<file path="src/rtl/mtrg_pkg.sv">
// Shared constants and controller/datapath command types for the MT19937 generator.
// No dependencies; every other file in rtl/ refers to this package by scoped name.
`timescale 1ns / 1ps

package mtrg_pkg;

  localparam int unsigned WORD_W      = 32;
  localparam int unsigned TABLE_DEPTH = 624;
  localparam int unsigned POS_W       = $clog2(TABLE_DEPTH);
  localparam int unsigned CFG_INDEX_W = 1;

  localparam logic [POS_W-1:0]  LAST_INDEX = POS_W'(TABLE_DEPTH - 1);
  localparam logic [POS_W-1:0]  SHIFT_M    = POS_W'(397);
  localparam logic [POS_W-1:0]  WRAP_M     = POS_W'(TABLE_DEPTH - 397);

  localparam logic [WORD_W-1:0] INIT_MULT    = 32'd1812433253;
  localparam logic [WORD_W-1:0] MATRIX_A     = 32'h9908b0df;
  localparam logic [WORD_W-1:0] UPPER_MASK   = 32'h80000000;
  localparam logic [WORD_W-1:0] LOWER_MASK   = 32'h7fffffff;
  localparam logic [WORD_W-1:0] TEMPER_B     = 32'h9d2c5680;
  localparam logic [WORD_W-1:0] TEMPER_C     = 32'hefc60000;
  localparam logic [WORD_W-1:0] DEFAULT_SEED = 32'd5489;

  localparam logic [WORD_W-1:0] RANGE_LOW_RESET  = 32'h00000000;
  localparam logic [WORD_W-1:0] RANGE_HIGH_RESET = 32'h7fffffff;

  // register indexes on the configuration port
  localparam logic [CFG_INDEX_W-1:0] REG_RANGE_LOW  = 1'b0;
  localparam logic [CFG_INDEX_W-1:0] REG_RANGE_HIGH = 1'b1;

  // request type codes
  localparam logic REQ_DRAW   = 1'b0;
  localparam logic REQ_RESEED = 1'b1;

  typedef struct packed {
    logic seed_load;    // start a fill: write entry 0, clear position
    logic use_default;  // seed source is the power-on seed
    logic fill_step;    // write the next entry of the init recurrence
    logic draw_read;    // fetch the next and far table words
    logic twist;        // regenerate current word, temper, advance position
    logic scale;        // multiply tempered word by the range span
    logic out_load;     // load the result register
  } cmd_t;

  typedef struct packed {
    logic fill_last;    // the entry being filled is the last one
  } status_t;

endpackage

</file>
<file path="src/rtl/mtrg_ctrl.sv">
// Sequencer for the MT19937 generator: boot seeding, reseed fill, draw steps, result valid.
// Depends on mtrg_pkg for the command and status structs and request codes.
`timescale 1ns / 1ps

module mtrg_ctrl (
  input  logic              clk,
  input  logic              rst,
  input  logic              req_valid,
  input  logic              req_type,
  output logic              req_ready,
  output logic              rsp_valid,
  input  logic              rsp_ready,
  input  mtrg_pkg::status_t status,
  output mtrg_pkg::cmd_t    cmd
);

  typedef enum logic [5:0] {
    S_BOOT  = 6'b000001,
    S_IDLE  = 6'b000010,
    S_FILL  = 6'b000100,
    S_TWIST = 6'b001000,
    S_SCALE = 6'b010000,
    S_EMIT  = 6'b100000
  } state_t;

  state_t state, state_next;
  logic   out_valid;
  logic   accept;
  logic   slot_free;

  assign req_ready = (state == S_IDLE);
  assign accept    = req_valid && req_ready;
  assign slot_free = !out_valid || rsp_ready;
  assign rsp_valid = out_valid;

  always_comb begin
    state_next = state;
    cmd        = '0;
    unique case (state)
      S_BOOT: begin
        cmd.seed_load   = 1'b1;
        cmd.use_default = 1'b1;
        state_next      = S_FILL;
      end
      S_IDLE: begin
        if (accept) begin
          if (req_type == mtrg_pkg::REQ_RESEED) begin
            cmd.seed_load = 1'b1;
            state_next    = S_FILL;
          end else begin
            cmd.draw_read = 1'b1;
            state_next    = S_TWIST;
          end
        end
      end
      S_FILL: begin
        cmd.fill_step = 1'b1;
        if (status.fill_last) begin
          state_next = S_IDLE;
        end
      end
      S_TWIST: begin
        cmd.twist  = 1'b1;
        state_next = S_SCALE;
      end
      S_SCALE: begin
        cmd.scale  = 1'b1;
        state_next = S_EMIT;
      end
      S_EMIT: begin
        // hold until the result register can take the new transaction
        if (slot_free) begin
          cmd.out_load = 1'b1;
          state_next   = S_IDLE;
        end
      end
      default: begin
        state_next = S_BOOT;
      end
    endcase
  end

  always_ff @(posedge clk) begin
    if (rst) begin
      state     <= S_BOOT;
      out_valid <= 1'b0;
    end else begin
      state <= state_next;
      if (cmd.out_load) begin
        out_valid <= 1'b1;
      end else if (rsp_ready) begin
        out_valid <= 1'b0;
      end
    end
  end

  a_load_only_when_free: assert property (@(posedge clk) disable iff (rst)
    cmd.out_load |-> (!out_valid || rsp_ready))
    else $error("result register overwritten while still held");

  a_fill_returns_idle: assert property (@(posedge clk) disable iff (rst)
    (state == S_FILL && status.fill_last) |=> (state == S_IDLE))
    else $error("fill did not end after the last entry");

  a_twist_after_read: assert property (@(posedge clk) disable iff (rst)
    cmd.twist |-> $past(cmd.draw_read))
    else $error("twist step without a preceding table read");

  a_result_after_twist: assert property (@(posedge clk) disable iff (rst)
    cmd.twist |=> ##1 (state == S_EMIT))
    else $error("draw did not reach the result step");

endmodule

</file>
<file path="config.mk">
export PLATFORM = sky130hd
export DESIGN_NAME = mtrg_ctrl
export DESIGN_NICKNAME = d
export VERILOG_FILES = /design/src/rtl/mtrg_pkg.sv /design/src/rtl/mtrg_ctrl.sv
export SDC_FILE = /design/constraint.sdc
export NUM_CORES = 1
export LEC_CHECK = 0
export BUFFER_PORTS_ARGS = -buffer_cell sky130_fd_sc_hd__buf_4
export CAP_MARGIN = 20
export CELL_PAD_IN_SITES_DETAIL_PLACEMENT = 1
export CELL_PAD_IN_SITES_GLOBAL_PLACEMENT = 2
export CORE_MARGIN = 2
export CORE_UTILIZATION = 28
export CTS_CLUSTER_DIAMETER = 150
export DETAILED_ROUTE_END_ITERATION = 10
export PLACE_DENSITY_LB_ADDON = 0.1
export SYNTH_ARGS = -nofsm -noshare
export SYNTH_HDL_FRONTEND = slang
export SYNTH_SLANG_ARGS = --single-unit
</file>
<file path="constraint.sdc">
create_clock -name clk -period 3.5 [get_ports clk]
set_input_delay 0.7 -clock clk [delete_from_list [all_inputs] [get_ports clk]]
set_output_delay 0.7 -clock clk [all_outputs]
set_load 0.02 [all_outputs]
</file>
==> impl_metrics.py <==
metrics = {
    "critical_path": {
        "crit_slowest_cell": "or4_4",
        "critPathLaunchType": "register",
        "end_kind": "output pin",
        "crit_buf_inv": 1,
        "crit_family": "simple AND/OR/NAND/NOR gates",
        "r2r_end": "state[1]",
        "crit_type": "register to output pin",
        "cp-startpoint": "state[2]",
        "crit_fanout": 7,
        "path_cells": "or4_4 > or2_4 > nand2_1 > buf_4",
        "worst_r2r_startpoint": "state[4]",
        "required_ps": 2800,
        "cpPeakStageDelay_ps": 550,
        "crit_arrival_ps": 1630,
        "r2r_cells": 3,
        "ff2ff_setup_slack_ps": 2120,
    },
    "pwr": {
        "ir_drop_v": 0.000230,
        "powerDensity_nw_per_um2": 485,
        "fin_total_pwr_w": 0.000277,
        "p_leak_nw": 0.273,
    },
    "final_layout": {
        "diodes": 0,
        "stdcell_count": 82,
        "final_common_cell": "buf_4",
        "drive_gt1_frac": 0.318,
        "fin_nets": 73,
        "synthToLayoutAreaGrowth_pct": 32.6,
        "finalCoreUtilization": 0.388,
        "layout_common_cells": "14 x buf_4, 7 x dfxtp_1, 4 x nor2_1, 4 x and2_1",
    },
    "logic_synthesis": {
        "syn-num-nets": 55,
        "synth_top_area_share": 0.326,
        "yosysWarnings": 0,
        "syn-cell-area_um2": 430,
        "synth_cells": 49,
        "synth_seq_area_share": 0.326,
        "synth-seq-cells": 7,
        "ys_types": 29,
        "syn_area_per_cell_um2": 8.78,
        "synthTopCellsByArea": "dfxtp_1 33%, and2_1 5.8%, and3b_1 4.1%",
        "synth_area_leader_cell": "dfxtp_1",
    },
    "placement": {
        "post-dp-hpwl_um": 838,
        "globalplace.congestion": 0.700,
        "place_ws_ps": 1420,
        "placed_cells": 78,
        "io_buffers": 14,
    },
    "grt": {
        "grt_max_degree": 9,
        "antenna_found_initial": 0,
        "track_usage": 0.116,
        "grt_pass1_vias": 368,
        "grt-ovfl-total": 0,
        "grt_pass1_wl_mm": 1.67,
    },
    "timing": {
        "clock.fmax_mhz": 430,
        "relSlewSlack": 0.621,
        "final_max_slew_viol_count": 0,
        "rsz0062_at_grt": "no",
        "worstMarginPinSlew_ps": 563,
        "period_share": 0.664,
        "setup_viol": 0,
        "finalSetupTns_ps": 0,
        "setup_ws_ps": 1170,
        "post-route-min-period_ps": 2330,
        "hold_viol_final": 0,
        "skew_ps": 4.52,
    },
    "floorplan": {
        "io_pins": 15,
        "row_count": 14,
        "core_um2": 1470,
        "die-area_um2": 1870,
        "die_height_um": 43.2,
        "die_x_um": 43.2,
        "initial_utilization": 0.293,
    },
    "routing": {
        "final_antenna_net_count": 0,
        "vias": 409,
        "drc_errors": 0,
        "drt_pass1_iterations": 2,
        "routed_wl_mm": 1.02,
        "vias_per_cell": 4.99,
        "wl_per_cell_um": 12.4,
        "drt-initial-drc-count": 4,
    },
    "hold_path": {
        "whs_endpoint": "rsp_valid",
        "min_path_type": "register to register",
        "min_from": "rsp_valid",
        "whs_path_depth": 3,
    },
    "clocking": {
        "clkLatencyLatePin_ps": 240,
        "cts_setup_buffers": 0,
        "cts_resized": 0,
        "ctsHoldBuffers": 0,
        "cts_max_level": 1,
        "numCtsBuffers": 3,
        "root_buffer": "clkbuf_4",
        "path_clk_slew_ps": 50,
        "cts.sinks": 7,
        "cts_max_path_buffers": 2,
        "tritoncts": "done",
    },
    "job": {
        "drv_cap": 0,
    },
    "run_status": {
        "run_status": "finished, final reports clean",
    },
}
-- where the power goes --
part | switching (W) | internal [W]
registers | 0.0000124 | 0.0000877
clock network | 0.0000269 | 0.0000433
logic | 0.0000548 | 0.0000518
total | 0.0000941 | 0.000183
-- worst max-delay path by stage --
stage / endpoint / slack, ps / cells past startpoint
after floorplan: cmd[6] / 1490 / 4
after global placement: cmd[6] / 1430 / 4
after detailed placement: cmd[6] / 1420 / 4
after CTS: cmd[6] / 1160 / 4
after global routing: cmd[6] / 1100 / 4
final: cmd[6] / 1170 / 4
-- cell type report --
cell class | instances | area (um2)
Clock buffer | 4 | 26.3
Fill cell | 190 | 901
Inverter | 3 | 11.3
Multi-Input combinational cell | 38 | 268
Sequential cell | 7 | 140
Tap cell | 16 | 20.0
Timing Repair Buffer | 14 | 105
-- state kept, by name (all words and copies together), names as in the netlist --
register	flops
rsp_valid	1
state	6
-- cells by family after synthesis --
group	synth area share
simple gates	0.453
compound gates	0.148
flops	0.326
buf+inv	0.0523
xor+xnor	0.0204
-- per-stage QoR --
stage	hold slack [ps]	instance area, um2
2_1_floorplan	596	430
3_3_place_gp	654	544
3_5_place_dp	651	544
4_1_cts	657	571
5_1_grt	648	571
6_report	658	571
-- metal layers --
metal / up-vias / wire length [um] / GRT usage
li1: 213 / - / -
met1: 186 / 512 / 0.162
met2: 10 / 455 / 0.185
met3: 0 / 50 / 0.0383
met4: 0 / 0 / 0
met5: - / 0 / 0
-- cells in the mapped netlist (all sizes together) --
cell type  n
nor2b      2
a211o      1
nor4       1
xor2       1
nand4      1
a31oi      2
a211oi     1
nand2      2
nor3b      2
or4        1
o21a       1
buf        1
nor4b      2
nor3       1
and2       4
nand3b     1
inv        3
or2        2
nor2       4
a21oi      2
o2111a     1
and3b      2
dfxtp      7
nand3      1
nand2b     2
and4b      1
-- worst min-delay path, delay by kind of cell (launching register included) --
family / cells / cell delay, ps
AO/OA/AOI/OAI: 1 / 120
AND/OR/NAND/NOR: 2 / 190
flip-flops: 1 / 300
Power figures use the tool's default switching activity.
